**src/pkcs7_pad_unpad_stream_top_macros.svh**
```systemverilog
// Assertion macros used by the padding engine back end.
`ifndef PKCS7_PAD_UNPAD_STREAM_TOP_MACROS_SVH
`define PKCS7_PAD_UNPAD_STREAM_TOP_MACROS_SVH

// Same-cycle implication, checked out of reset.
`define PKCS_PAD_ASSERT_IMP(lbl, clk, rst_n, ante, cons, msg) \
    lbl: assert property (@(posedge clk) disable iff (!rst_n) (ante) |-> (cons)) else $error(msg);

// Next-cycle implication, checked out of reset.
`define PKCS_PAD_ASSERT_NXT(lbl, clk, rst_n, ante, cons, msg) \
    lbl: assert property (@(posedge clk) disable iff (!rst_n) (ante) |=> (cons)) else $error(msg);

`endif

```
**src/pkcs_pad_pkg.sv**
```systemverilog
// Shared types, constants and command encoding for the padding engine.
package pkcs_pad_pkg;

    localparam int DATA_W            = 8;
    localparam int BS_W              = 6;
    localparam int CNT_W             = 7;
    localparam int TDATA_OUT_W       = 16;
    localparam int CFG_ADDR_W        = 2;
    localparam int DEFAULT_MAX_BLOCK = 32;

    localparam logic [BS_W-1:0]   RESET_BLOCK_SIZE = 6'd16;
    localparam logic [DATA_W-1:0] PKCS5_MAX_PAD    = 8'h08;
    localparam logic [DATA_W-1:0] BYTE_MASK        = 8'hFF;

    localparam logic [CFG_ADDR_W-1:0] REG_DIRECTION  = 2'd0;
    localparam logic [CFG_ADDR_W-1:0] REG_PAD_SCHEME = 2'd1;
    localparam logic [CFG_ADDR_W-1:0] REG_BLOCK_SIZE = 2'd2;

    localparam int Q_DEPTH = 4;
    localparam int Q_PW    = 2;
    localparam int Q_CW    = 3;

    typedef enum logic [2:0] {
        K_PASS     = 3'd0,
        K_PASS_PAD = 3'd1,
        K_PASS_ERR = 3'd2,
        K_HOLD     = 3'd3,
        K_POP_HOLD = 3'd4,
        K_RELEASE  = 3'd5,
        K_ERR      = 3'd6,
        K_EMPTY    = 3'd7
    } t_kind;

    typedef struct packed {
        t_kind             kind;
        logic [DATA_W-1:0] data;
        logic [CNT_W-1:0]  count;
    } t_cmd;

endpackage

```
**src/pkcs_pad_front.sv**
```systemverilog
// Front end: configuration registers, item classification and length tracking.
module pkcs_pad_front #(
    parameter int MAX_BLOCK = pkcs_pad_pkg::DEFAULT_MAX_BLOCK
) (
    input  logic                                  i_clk,
    input  logic                                  i_rst_n,
    input  logic                                  i_cfg_we,
    input  logic [pkcs_pad_pkg::CFG_ADDR_W-1:0]   i_cfg_addr,
    input  logic [pkcs_pad_pkg::BS_W-1:0]         i_cfg_wdata,
    input  logic                                  i_valid,
    input  logic [pkcs_pad_pkg::DATA_W-1:0]       i_byte,
    input  logic                                  i_last,
    output logic                                  o_ready,
    input  logic                                  i_q_full,
    output logic                                  o_push,
    output pkcs_pad_pkg::t_cmd                    o_cmd
);

    localparam int CW = pkcs_pad_pkg::CNT_W;
    localparam int DW = pkcs_pad_pkg::DATA_W;

    logic                            r_dir;
    logic                            r_scheme;
    logic [pkcs_pad_pkg::BS_W-1:0]   r_bsize;

    logic [CW-1:0] r_pos,  n_pos;
    logic [CW-1:0] r_hold, n_hold;
    logic [CW-1:0] r_run,  n_run;
    logic [DW-1:0] r_tail, n_tail;

    logic [pkcs_pad_pkg::BS_W-1:0] bs;
    logic [CW-1:0] bs_c, pos_inc, pos_nx, padn, hold_nx, run_inc, total, run_tot, d_cnt;
    logic          accept, pop_old, match, ok;

    // config registers
    always_ff @(posedge i_clk) begin
        if (!i_rst_n) begin
            r_dir    <= 1'b0;
            r_scheme <= 1'b0;
            r_bsize  <= pkcs_pad_pkg::RESET_BLOCK_SIZE;
        end else if (i_cfg_we) begin
            unique case (i_cfg_addr)
                pkcs_pad_pkg::REG_DIRECTION:  r_dir    <= i_cfg_wdata[0];
                pkcs_pad_pkg::REG_PAD_SCHEME: r_scheme <= i_cfg_wdata[0];
                pkcs_pad_pkg::REG_BLOCK_SIZE: r_bsize  <= i_cfg_wdata;
                default: ;
            endcase
        end
    end

    assign o_ready = !i_q_full;
    assign accept  = i_valid && !i_q_full;
    assign o_push  = accept;

    always_comb begin
        // clamp block size: zero acts as one, oversize acts as the maximum
        if (r_bsize == '0)
            bs = pkcs_pad_pkg::BS_W'(1);
        else if (r_bsize > pkcs_pad_pkg::BS_W'(MAX_BLOCK))
            bs = pkcs_pad_pkg::BS_W'(MAX_BLOCK);
        else
            bs = r_bsize;
        bs_c    = CW'(bs);
        pos_inc = r_pos + CW'(1);
        pos_nx  = (pos_inc >= bs_c) ? '0 : pos_inc;
        padn    = bs_c - pos_nx;

        pop_old = (r_hold >= bs_c);
        hold_nx = pop_old ? r_hold : r_hold + CW'(1);
        match   = (r_hold != '0) && (r_tail == i_byte);
        run_inc = r_run + CW'(1);
        total   = r_hold + CW'(1);
        run_tot = match ? run_inc : CW'(1);

        ok = (pos_nx == '0) && (i_byte != '0) && (i_byte <= DW'(bs_c)) &&
             (i_byte <= DW'(total)) &&
             (!r_scheme || (i_byte <= pkcs_pad_pkg::PKCS5_MAX_PAD)) &&
             (DW'(run_tot) >= i_byte);
        d_cnt = total - CW'(i_byte & pkcs_pad_pkg::BYTE_MASK);

        n_pos  = r_pos;
        n_hold = r_hold;
        n_run  = r_run;
        n_tail = r_tail;
        o_cmd.kind  = pkcs_pad_pkg::K_PASS;
        o_cmd.data  = i_byte;
        o_cmd.count = '0;

        if (!r_dir) begin
            n_pos = pos_nx;
            if (i_last) begin
                n_pos  = '0;
                n_hold = '0;
                n_run  = '0;
                if (r_scheme && (padn > CW'(pkcs_pad_pkg::PKCS5_MAX_PAD))) begin
                    o_cmd.kind = pkcs_pad_pkg::K_PASS_ERR;
                end else begin
                    o_cmd.kind  = pkcs_pad_pkg::K_PASS_PAD;
                    o_cmd.count = padn;
                end
            end
        end else if (!i_last) begin
            // hold the byte; release the oldest one once a block is held
            o_cmd.kind = pop_old ? pkcs_pad_pkg::K_POP_HOLD : pkcs_pad_pkg::K_HOLD;
            n_pos  = pos_nx;
            n_hold = hold_nx;
            n_tail = i_byte;
            if (match)
                n_run = (run_inc > hold_nx) ? hold_nx : run_inc;
            else
                n_run = CW'(1);
        end else begin
            n_pos  = '0;
            n_hold = '0;
            n_run  = '0;
            if (!ok) begin
                o_cmd.kind = pkcs_pad_pkg::K_ERR;
            end else if (d_cnt == '0) begin
                o_cmd.kind = pkcs_pad_pkg::K_EMPTY;
            end else begin
                o_cmd.kind  = pkcs_pad_pkg::K_RELEASE;
                o_cmd.count = d_cnt;
            end
        end
    end

    always_ff @(posedge i_clk) begin
        if (!i_rst_n) begin
            r_pos  <= '0;
            r_hold <= '0;
            r_run  <= '0;
        end else if (accept) begin
            r_pos  <= n_pos;
            r_hold <= n_hold;
            r_run  <= n_run;
        end
    end

    always_ff @(posedge i_clk) begin
        if (accept)
            r_tail <= n_tail;
    end

endmodule

```
**src/pkcs_pad_cmdq.sv**
```systemverilog
// Short command queue between the front and back ends.
module pkcs_pad_cmdq (
    input  logic               i_clk,
    input  logic               i_rst_n,
    input  logic               i_push,
    input  pkcs_pad_pkg::t_cmd i_cmd,
    output logic               o_full,
    input  logic               i_pop,
    output logic               o_valid,
    output pkcs_pad_pkg::t_cmd o_cmd
);

    pkcs_pad_pkg::t_cmd r_q [pkcs_pad_pkg::Q_DEPTH];
    logic [pkcs_pad_pkg::Q_PW-1:0] r_wp, r_rp;
    logic [pkcs_pad_pkg::Q_CW-1:0] r_cnt;
    logic do_push, do_pop;

    assign o_full  = (r_cnt == pkcs_pad_pkg::Q_CW'(pkcs_pad_pkg::Q_DEPTH));
    assign o_valid = (r_cnt != '0);
    assign o_cmd   = r_q[r_rp];
    assign do_push = i_push && !o_full;
    assign do_pop  = i_pop && o_valid;

    always_ff @(posedge i_clk) begin
        if (!i_rst_n) begin
            r_wp  <= '0;
            r_rp  <= '0;
            r_cnt <= '0;
        end else begin
            if (do_push)
                r_wp <= r_wp + pkcs_pad_pkg::Q_PW'(1);
            if (do_pop)
                r_rp <= r_rp + pkcs_pad_pkg::Q_PW'(1);
            if (do_push && !do_pop)
                r_cnt <= r_cnt + pkcs_pad_pkg::Q_CW'(1);
            else if (do_pop && !do_push)
                r_cnt <= r_cnt - pkcs_pad_pkg::Q_CW'(1);
        end
    end

    always_ff @(posedge i_clk) begin
        if (do_push)
            r_q[r_wp] <= i_cmd;
    end

endmodule

```
**src/pkcs_pad_back.sv**
```systemverilog
// Back end: hold buffer, pad burst and release sequencer, output register.
`include "pkcs7_pad_unpad_stream_top_macros.svh"

module pkcs_pad_back #(
    parameter int MAX_BLOCK = pkcs_pad_pkg::DEFAULT_MAX_BLOCK
) (
    input  logic                                    i_clk,
    input  logic                                    i_rst_n,
    input  logic                                    i_cmd_valid,
    input  pkcs_pad_pkg::t_cmd                      i_cmd,
    output logic                                    o_cmd_pop,
    output logic                                    o_m_tvalid,
    input  logic                                    i_m_tready,
    output logic [pkcs_pad_pkg::TDATA_OUT_W-1:0]    o_m_tdata,
    output logic                                    o_m_tlast,
    output logic                                    o_m_tuser
);

    localparam int PW = (MAX_BLOCK > 1) ? $clog2(MAX_BLOCK) : 1;
    localparam int CW = pkcs_pad_pkg::CNT_W;
    localparam int DW = pkcs_pad_pkg::DATA_W;

    typedef enum logic [3:0] {
        ST_IDLE = 4'b0001,
        ST_REL  = 4'b0010,
        ST_PAD  = 4'b0100,
        ST_ERR  = 4'b1000
    } t_bstate;

    t_bstate       r_state, n_state;
    logic [CW-1:0] r_cnt,   n_cnt;
    logic [DW-1:0] r_padv,  n_padv;
    logic          r_rel_end, n_rel_end;
    logic [PW-1:0] r_head,  n_head;
    logic [PW-1:0] r_tail,  n_tail;

    logic [DW-1:0] mem [MAX_BLOCK];
    logic [DW-1:0] r_rd;
    logic          rd_en, wr_en;

    logic          r_ovalid, n_ovalid;
    logic [DW-1:0] r_obyte,  n_obyte;
    logic          r_obvalid, n_obvalid;
    logic          r_olast,  n_olast;
    logic          r_obad,   n_obad;
    logic          advance;

    function automatic logic [PW-1:0] ptr_inc(input logic [PW-1:0] p);
        return (p == PW'(MAX_BLOCK - 1)) ? '0 : p + PW'(1);
    endfunction

    assign advance = !r_ovalid || i_m_tready;

    always_comb begin
        n_state   = r_state;
        n_cnt     = r_cnt;
        n_padv    = r_padv;
        n_rel_end = r_rel_end;
        n_head    = r_head;
        n_tail    = r_tail;
        rd_en     = 1'b0;
        wr_en     = 1'b0;
        o_cmd_pop = 1'b0;
        n_ovalid  = r_ovalid && !i_m_tready;
        n_obyte   = r_obyte;
        n_obvalid = r_obvalid;
        n_olast   = r_olast;
        n_obad    = r_obad;

        unique case (r_state)
            ST_IDLE: begin
                if (i_cmd_valid) begin
                    unique case (i_cmd.kind)
                        pkcs_pad_pkg::K_HOLD: begin
                            wr_en     = 1'b1;
                            n_tail    = ptr_inc(r_tail);
                            o_cmd_pop = 1'b1;
                        end
                        pkcs_pad_pkg::K_POP_HOLD: begin
                            // read the oldest byte before the new one lands
                            rd_en     = 1'b1;
                            wr_en     = 1'b1;
                            n_head    = ptr_inc(r_head);
                            n_tail    = ptr_inc(r_tail);
                            n_cnt     = CW'(1);
                            n_rel_end = 1'b0;
                            n_state   = ST_REL;
                            o_cmd_pop = 1'b1;
                        end
                        pkcs_pad_pkg::K_RELEASE: begin
                            rd_en     = 1'b1;
                            n_head    = ptr_inc(r_head);
                            n_cnt     = i_cmd.count;
                            n_rel_end = 1'b1;
                            n_state   = ST_REL;
                            o_cmd_pop = 1'b1;
                        end
                        pkcs_pad_pkg::K_PASS,
                        pkcs_pad_pkg::K_PASS_PAD,
                        pkcs_pad_pkg::K_PASS_ERR: begin
                            if (advance) begin
                                o_cmd_pop = 1'b1;
                                n_ovalid  = 1'b1;
                                n_obyte   = i_cmd.data;
                                n_obvalid = 1'b1;
                                n_olast   = 1'b0;
                                n_obad    = 1'b0;
                                if (i_cmd.kind == pkcs_pad_pkg::K_PASS_PAD) begin
                                    n_cnt   = i_cmd.count;
                                    n_padv  = DW'(i_cmd.count);
                                    n_state = ST_PAD;
                                    n_head  = '0;
                                    n_tail  = '0;
                                end else if (i_cmd.kind == pkcs_pad_pkg::K_PASS_ERR) begin
                                    n_state = ST_ERR;
                                    n_head  = '0;
                                    n_tail  = '0;
                                end
                            end
                        end
                        pkcs_pad_pkg::K_ERR,
                        pkcs_pad_pkg::K_EMPTY: begin
                            if (advance) begin
                                o_cmd_pop = 1'b1;
                                n_ovalid  = 1'b1;
                                n_obyte   = '0;
                                n_obvalid = 1'b0;
                                n_olast   = 1'b1;
                                n_obad    = (i_cmd.kind == pkcs_pad_pkg::K_ERR);
                                n_head    = '0;
                                n_tail    = '0;
                            end
                        end
                    endcase
                end
            end
            ST_REL: begin
                if (advance) begin
                    n_ovalid  = 1'b1;
                    n_obyte   = r_rd;
                    n_obvalid = 1'b1;
                    n_olast   = r_rel_end && (r_cnt == CW'(1));
                    n_obad    = 1'b0;
                    if (r_cnt == CW'(1)) begin
                        n_state = ST_IDLE;
                        if (r_rel_end) begin
                            n_head = '0;
                            n_tail = '0;
                        end
                    end else begin
                        // fetch the next held byte while this one goes out
                        rd_en  = 1'b1;
                        n_head = ptr_inc(r_head);
                        n_cnt  = r_cnt - CW'(1);
                    end
                end
            end
            ST_PAD: begin
                if (advance) begin
                    n_ovalid  = 1'b1;
                    n_obyte   = r_padv;
                    n_obvalid = 1'b1;
                    n_olast   = (r_cnt == CW'(1));
                    n_obad    = 1'b0;
                    n_cnt     = r_cnt - CW'(1);
                    if (r_cnt == CW'(1))
                        n_state = ST_IDLE;
                end
            end
            ST_ERR: begin
                if (advance) begin
                    n_ovalid  = 1'b1;
                    n_obyte   = '0;
                    n_obvalid = 1'b0;
                    n_olast   = 1'b1;
                    n_obad    = 1'b1;
                    n_state   = ST_IDLE;
                end
            end
            default: n_state = ST_IDLE;
        endcase
    end

    always_ff @(posedge i_clk) begin
        if (!i_rst_n) begin
            r_state  <= ST_IDLE;
            r_cnt    <= '0;
            r_rel_end <= 1'b0;
            r_head   <= '0;
            r_tail   <= '0;
            r_ovalid <= 1'b0;
        end else begin
            r_state  <= n_state;
            r_cnt    <= n_cnt;
            r_rel_end <= n_rel_end;
            r_head   <= n_head;
            r_tail   <= n_tail;
            r_ovalid <= n_ovalid;
        end
    end

    always_ff @(posedge i_clk) begin
        r_padv    <= n_padv;
        r_obyte   <= n_obyte;
        r_obvalid <= n_obvalid;
        r_olast   <= n_olast;
        r_obad    <= n_obad;
    end

    // hold buffer: one write and one registered read per cycle
    always_ff @(posedge i_clk) begin
        if (wr_en)
            mem[r_tail] <= i_cmd.data;
        if (rd_en)
            r_rd <= mem[r_head];
    end

    assign o_m_tvalid = r_ovalid;
    assign o_m_tdata  = {{(pkcs_pad_pkg::TDATA_OUT_W - DW - 1){1'b0}}, r_obvalid, r_obyte};
    assign o_m_tlast  = r_olast;
    assign o_m_tuser  = r_obad;

    `PKCS_PAD_ASSERT_IMP(a_pad_cnt_live, i_clk, i_rst_n, (r_state == ST_PAD), (r_cnt != '0), "pad burst with zero count")
    `PKCS_PAD_ASSERT_IMP(a_rel_cnt_live, i_clk, i_rst_n, (r_state == ST_REL), (r_cnt != '0), "release with zero count")
    `PKCS_PAD_ASSERT_IMP(a_err_shape, i_clk, i_rst_n, (r_ovalid && r_obad), (r_olast && !r_obvalid && (r_obyte == '0)), "error result malformed")
    `PKCS_PAD_ASSERT_NXT(a_pop_only_idle, i_clk, i_rst_n, (o_cmd_pop && (i_cmd.kind == pkcs_pad_pkg::K_HOLD)), (r_state == ST_IDLE), "hold command left idle state")

endmodule

```
**src/pkcs7_pad_unpad_stream_top.sv**
```systemverilog
// Top level of the PKCS#7 / PKCS#5 byte-stream padding engine.
// Usage:
//   Input stream carries one message byte per item (tdata[7:0]); tlast marks the last
//   byte of a message. Output stream carries one result per item: tdata[7:0] byte,
//   tdata[8] byte-valid flag; tlast marks the final result, tuser flags bad padding.
//   Configuration registers (direction, pad scheme, block size) are written through
//   the plain write port between messages; a write takes effect on the next item.
// Flow:
//   A front end classifies each byte combinationally and posts one command to a
//   four-entry queue; the back end runs it, and results leave through the output
//   register. Pad direction moves one byte a cycle while the output is not stalled,
//   then sends the pad bytes after the last item. Unpad direction holds each byte
//   while the hold buffer fills; once full, each byte releases the oldest by a registered
//   read before the next command runs, and the final release sends the remaining bytes.
// Reset (synchronous, active low) restores the register defaults, empties the queue
//   and the hold buffer pointers and drops any pending result.
// Stall: when the receiver deasserts tready the output register holds its result;
//   the back end stops at its next result and input tready drops when the queue is full.
module pkcs7_pad_unpad_stream_top #(
    parameter int MAX_BLOCK = pkcs_pad_pkg::DEFAULT_MAX_BLOCK
) (
    input  logic                                  i_clk,
    input  logic                                  i_rst_n,
    // configuration write port
    input  logic                                  i_cfg_we,
    input  logic [pkcs_pad_pkg::CFG_ADDR_W-1:0]   i_cfg_addr,
    input  logic [pkcs_pad_pkg::BS_W-1:0]         i_cfg_wdata,
    // input stream
    input  logic                                  i_s_tvalid,
    output logic                                  o_s_tready,
    input  logic [pkcs_pad_pkg::DATA_W-1:0]       i_s_tdata,   // [7:0] data_byte
    input  logic                                  i_s_tlast,   // last_byte
    // output stream
    output logic                                  o_m_tvalid,
    input  logic                                  i_m_tready,
    output logic [pkcs_pad_pkg::TDATA_OUT_W-1:0]  o_m_tdata,   // [7:0] out_byte, [8] out_valid
    output logic                                  o_m_tlast,   // out_last
    output logic                                  o_m_tuser    // bad_padding
);

    pkcs_pad_pkg::t_cmd front_cmd;
    pkcs_pad_pkg::t_cmd q_cmd;
    logic               front_push;
    logic               q_full;
    logic               q_valid;
    logic               q_pop;

    // classify each byte and track block position and held length
    pkcs_pad_front #(
        .MAX_BLOCK (MAX_BLOCK)
    ) u_front (
        .i_clk       (i_clk),
        .i_rst_n     (i_rst_n),
        .i_cfg_we    (i_cfg_we),
        .i_cfg_addr  (i_cfg_addr),
        .i_cfg_wdata (i_cfg_wdata),
        .i_valid     (i_s_tvalid),
        .i_byte      (i_s_tdata),
        .i_last      (i_s_tlast),
        .o_ready     (o_s_tready),
        .i_q_full    (q_full),
        .o_push      (front_push),
        .o_cmd       (front_cmd)
    );

    // decouple classification from the multi-cycle bursts
    pkcs_pad_cmdq u_cmdq (
        .i_clk   (i_clk),
        .i_rst_n (i_rst_n),
        .i_push  (front_push),
        .i_cmd   (front_cmd),
        .o_full  (q_full),
        .i_pop   (q_pop),
        .o_valid (q_valid),
        .o_cmd   (q_cmd)
    );

    // run commands: hold, release, pad bursts, error and empty results
    pkcs_pad_back #(
        .MAX_BLOCK (MAX_BLOCK)
    ) u_back (
        .i_clk       (i_clk),
        .i_rst_n     (i_rst_n),
        .i_cmd_valid (q_valid),
        .i_cmd       (q_cmd),
        .o_cmd_pop   (q_pop),
        .o_m_tvalid  (o_m_tvalid),
        .i_m_tready  (i_m_tready),
        .o_m_tdata   (o_m_tdata),
        .o_m_tlast   (o_m_tlast),
        .o_m_tuser   (o_m_tuser)
    );

endmodule
```
**config.mk**
```make
export PLATFORM = sky130hd
export DESIGN_NAME = pkcs7_pad_unpad_stream_top
export DESIGN_NICKNAME = d
export VERILOG_FILES = /design/src/pkcs_pad_pkg.sv /design/src/pkcs_pad_front.sv /design/src/pkcs_pad_cmdq.sv /design/src/pkcs_pad_back.sv /design/src/pkcs7_pad_unpad_stream_top.sv
export VERILOG_INCLUDE_DIRS = /design/src /design/src/src
export SDC_FILE = /design/constraint.sdc
export NUM_CORES = 1
export LEC_CHECK = 0
export BUFFER_PORTS_ARGS = -buffer_cell sky130_fd_sc_hd__buf_2
export CAP_MARGIN = 20
export CORE_ASPECT_RATIO = 2
export CORE_MARGIN = 10
export CORE_UTILIZATION = 60
export DETAILED_ROUTE_END_ITERATION = 7
export GPL_TIMING_DRIVEN = 0
export PLACE_DENSITY = 0.81
export SLEW_MARGIN = 30
export SYNTH_ARGS = -nofsm -noshare
export SYNTH_HDL_FRONTEND = slang
export SYNTH_SLANG_ARGS = --single-unit
```
**constraint.sdc**
```tcl
create_clock -name i_clk -period 11.6 [get_ports i_clk]
set_input_delay 2.32 -clock i_clk [delete_from_list [all_inputs] [get_ports i_clk]]
set_output_delay 2.32 -clock i_clk [all_outputs]
set_load 0.02 [all_outputs]
```
==> flow_metrics.tcl <==
set metrics [dict create \
    finish_stage_setup_viols 0 \
    drc 0 \
    floorplan.die_area_sq_um 39960 \
    finalWeightedCongestion 0.9439 \
    grt_first_pass_wirelength_microns 68780 \
    clk_pin_slew_worst_paths_ps 70 \
    drive_gt1_share_pct 15.99 \
    clock_tree.buffer_depth 3 \
    outcome "finished clean" \
    finalNonFillerCells 1811 \
    dp_hpwl_microns 32380 \
    cts_made_buffers 35 \
    cells_after_synthesis 1283 \
    clock-root-buffer "sky130_fd_sc_hd__clkbuf_16" \
    finalCritPeriodShare_pct 46.76 \
    tritoncts "done" \
    worst_endpoint_required_time_ps 11830 \
    die_width_microns 146.4 \
    drt_first_iter_violations 939 \
    worst_slew_margin_rel_pct 36.67 \
    simple_gate_fraction_of_synth_area_pct 8.630 \
    hp-class "flop to flop" \
    critPathCaptureType "flop" \
    wl_met3_microns 1761 \
    chipHeight_microns 272.9 \
    top_layer_used "met4" \
    postSynthAreaPerCell_sq_um 14.95 \
    muxShareOfSynthArea_pct 12.52 \
    grt_max_degree 34 \
    synth.yosys.seq_area_share_pct 63.04 \
    io_buffer_count 33 \
    detailroute.via_count 11349 \
    critical_path.reg2reg.startpoint "u_front.r_bsize[1]" \
    n_antenna_cell 0 \
    worst_skew_pair.late_latency_ps 540 \
    clock_skew_ps 25.69 \
    hold_viol_final 0 \
    worst_setup_path_endpoint "u_cmdq.r_q[0][0]" \
    synth_enable_flop_cells 362 \
    setup_repair_bufs_after_cts 0 \
    starting_density_of_the_core_pct 60.82 \
    track_usage_pct 22.45 \
    dp_cells 1747 \
    synth_largest_type_area_fraction_pct 56.67 \
    timing_worst_setup_path_type "input port to flop" \
    r2r.worst_path.cells 20 \
    synthXorXnorAreaFrac_pct 1.872 \
    postRouteWirelength_microns 44430 \
    finalHoldWorstSlack_ps 476.9 \
    cts_resized 0 \
    irDropWorstVdd_uv 146.7 \
    main_combinational_cell_family_by_area_after_synthesis "multiplexers" \
    synth_area_leader_cell "sky130_fd_sc_hd__edfxtp_1" \
    layout.cells.most_common "sky130_fd_sc_hd__edfxtp_1" \
    antenna_found_initial 0 \
    async_set_or_reset_flop_fraction_in_the_synthesized_netlist_pct 0 \
    layout.cells.most_common_list "sky130_fd_sc_hd__edfxtp_1 (362), sky130_fd_sc_hd__mux4_2 (97), sky130_fd_sc_hd__nor2_1 (70), sky130_fd_sc_hd__nand2_1 (69), sky130_fd_sc_hd__ha_1 (69)" \
    synthesis.yosys.warnings 0 \
    routedWlPerCell_microns 24.53 \
    layout.nets 1455 \
    ios 42 \
    wl_met2_microns 25490 \
    placeableCoreArea_sq_um 31540 \
    rsz0062_at_grt "false" \
    cts-hold-fix-buffers 0 \
    synth_seq_cells 423 \
    crit_path_start "i_s_tdata[4]" \
    fin_total_pwr_mw 4.222 \
    finalMaxSlewViolations 0 \
    synthAdderAreaFrac_pct 4.814 \
    setup.reg_to_reg.worst_slack_ps 6630 \
    path_max_fanout 11 \
    ant_nets 0 \
    cellLeakagePower_nw 7.143 \
    critical_path.startpoint_type "input port" \
    grt_remaining_overflow 0 \
    netlist_top_cells_area "sky130_fd_sc_hd__edfxtp_1 (57%), sky130_fd_sc_hd__mux4_2 (11%), sky130_fd_sc_hd__dfxtp_1 (6.4%), sky130_fd_sc_hd__ha_1 (4.5%), sky130_fd_sc_hd__o21ai_0 (1.5%)" \
    max_cap_viols 0 \
    route.detailed.vias_per_inst 6.267 \
    grt_pass1_vias 11889 \
    first_pass_iters 6 \
    tightestPinTransition_ps 949.9 \
    compound_gate_fraction_of_synth_area_pct 6.575 \
    worstPathArrival_ps 5660 \
    numClockSinks 423 \
    cell_area_after_synthesis_sq_um 19180 \
    cts-htree-levels 2 \
    hold_depth 1 \
    clock.fmax_mhz 184.4 \
    fin_setup_tns_ps 0 \
    m1WireLength_microns 14070 \
    timing.final.crit_period_ps 5424 \
    dominantRegCellSynth "sky130_fd_sc_hd__edfxtp_1" \
    core_rows 92 \
    syn2layout_area_growth_pct 9.660 \
    r2r_end "u_front.r_run[0]" \
    power-per-cell-area_nw_per_um2 200.7 \
    ys_types 80 \
]
-- report_power, final --
part           switching, mW  internal, mW  total (mW)
clock network          0.543         0.624        1.17
logic                  0.701         0.392        1.09
registers             0.0606          1.90        1.96
total                   1.30          2.92        4.22
-- logic make-up after synthesis --
| kind of cell | after synthesis |
|---|---|
| other | 1 |
| adder cells (fa/ha/maj) | 72 |
| XOR/XNOR | 41 |
| AO/OA/AOI/OAI | 194 |
| AND/OR/NAND/NOR | 319 |
| multiplexers | 116 |
| buffers and inverters | 117 |
| flip-flops | 423 |
-- how the worst min path moves through the flow --
stage	from	slack [ps]	to
2_1_floorplan	u_back.r_cnt[5]	450	u_back.r_cnt[5]
3_3_place_gp	u_front.r_run[6]	460	u_front.r_run[6]
3_5_place_dp	u_front.r_run[6]	460	u_front.r_run[6]
4_1_cts	u_front.r_run[6]	480	u_front.r_run[6]
5_1_grt	u_front.r_run[6]	510	u_front.r_run[6]
6_report	u_front.r_run[6]	480	u_front.r_run[6]
-- area by class of cell --
cell class / instances / area [sq um]
Sequential cell: 423 / 12090
Fill cell: 2224 / 10510
Multi-Input combinational cell: 749 / 6641
Clock buffer: 45 / 934.6
Tap cell: 423 / 529.3
Buffer: 59 / 272.8
Inverter: 58 / 217.7
Timing Repair Buffer: 35 / 175.2
Clock inverter: 19 / 172.7
-- routing by layer --
metal  global-route usage [%]  vias up
met5                        0        -
met4                    14.81        0
met3                    2.417      138
met2                    43.22      421
met1                    21.90     5679
li1                         -     5111
-- sequential cells by signal (all words and copies together), names as in the netlist, named ones only --
register	count
u_back.mem	256
u_cmdq.r_q	72
u_back.r_obyte	8
u_back.r_rd	8
u_front.r_tail	8
u_back.r_cnt	7
u_back.r_padv	7
u_front.r_hold	7
u_front.r_pos	7
u_front.r_run	7
u_front.r_bsize	6
u_back.r_head	5
u_back.r_tail	5
u_back.r_state	4
u_cmdq.r_cnt	3
u_cmdq.r_rp	2
u_cmdq.r_wp	2
u_back.o_m_tlast	1
u_back.o_m_tuser	1
u_back.o_m_tvalid	1
u_back.r_rel_end	1
u_front.r_dir	1
u_front.r_scheme	1
-- stage by stage --
| step | cell area, sq um | setup slack, ps | util (%) |
|---|---|---|---|
| after floorplan | 19200 | 6689 | - |
| after global placement | 19900 | 5697 | 63.09 |
| after detailed placement | 19920 | 5642 | 63.16 |
| after CTS | 21030 | 6168 | 66.67 |
| after global routing | 21040 | 5931 | 66.69 |
| final | 21040 | 6176 | 66.69 |
-- cells in the mapped netlist (all sizes together), types with 4 or more instances --
cell type and instances:
nor4b 4, a21boi 8, xor2 23, and3 20, xnor2 18, nor2 72, nand4 5, clkbuf 39
a222oi 7, buf 20, mux2 8, nor3b 5, inv 58, nand3b 7, o21ai 58, or3 9
nand2b 10, a21oi 49, o21a 7, nand2 69, o211a 5, ha 69, and2 14, a211oi 6
nor4 7, nand3 39, edfxtp 362, dfxtp 61, nor2b 31, nor3 13, a21o 11, a22oi 9
mux2i 10, mux4 98
-- critical path, stage by stage --
cell                       delay (ps)
sky130_fd_sc_hd__buf_2            190
sky130_fd_sc_hd__xor2_1           190
sky130_fd_sc_hd__nor4_1           370
sky130_fd_sc_hd__nand3_1          360
sky130_fd_sc_hd__nor2_1           190
sky130_fd_sc_hd__ha_1             130
sky130_fd_sc_hd__nand2b_1          90
sky130_fd_sc_hd__a21o_1           110
sky130_fd_sc_hd__a21oi_1           60
sky130_fd_sc_hd__o21ai_0          190
sky130_fd_sc_hd__a41oi_1          310
sky130_fd_sc_hd__nor3b_4          410
sky130_fd_sc_hd__nand3_1          140
sky130_fd_sc_hd__o32ai_1          590
Power figures use the tool's default switching activity.
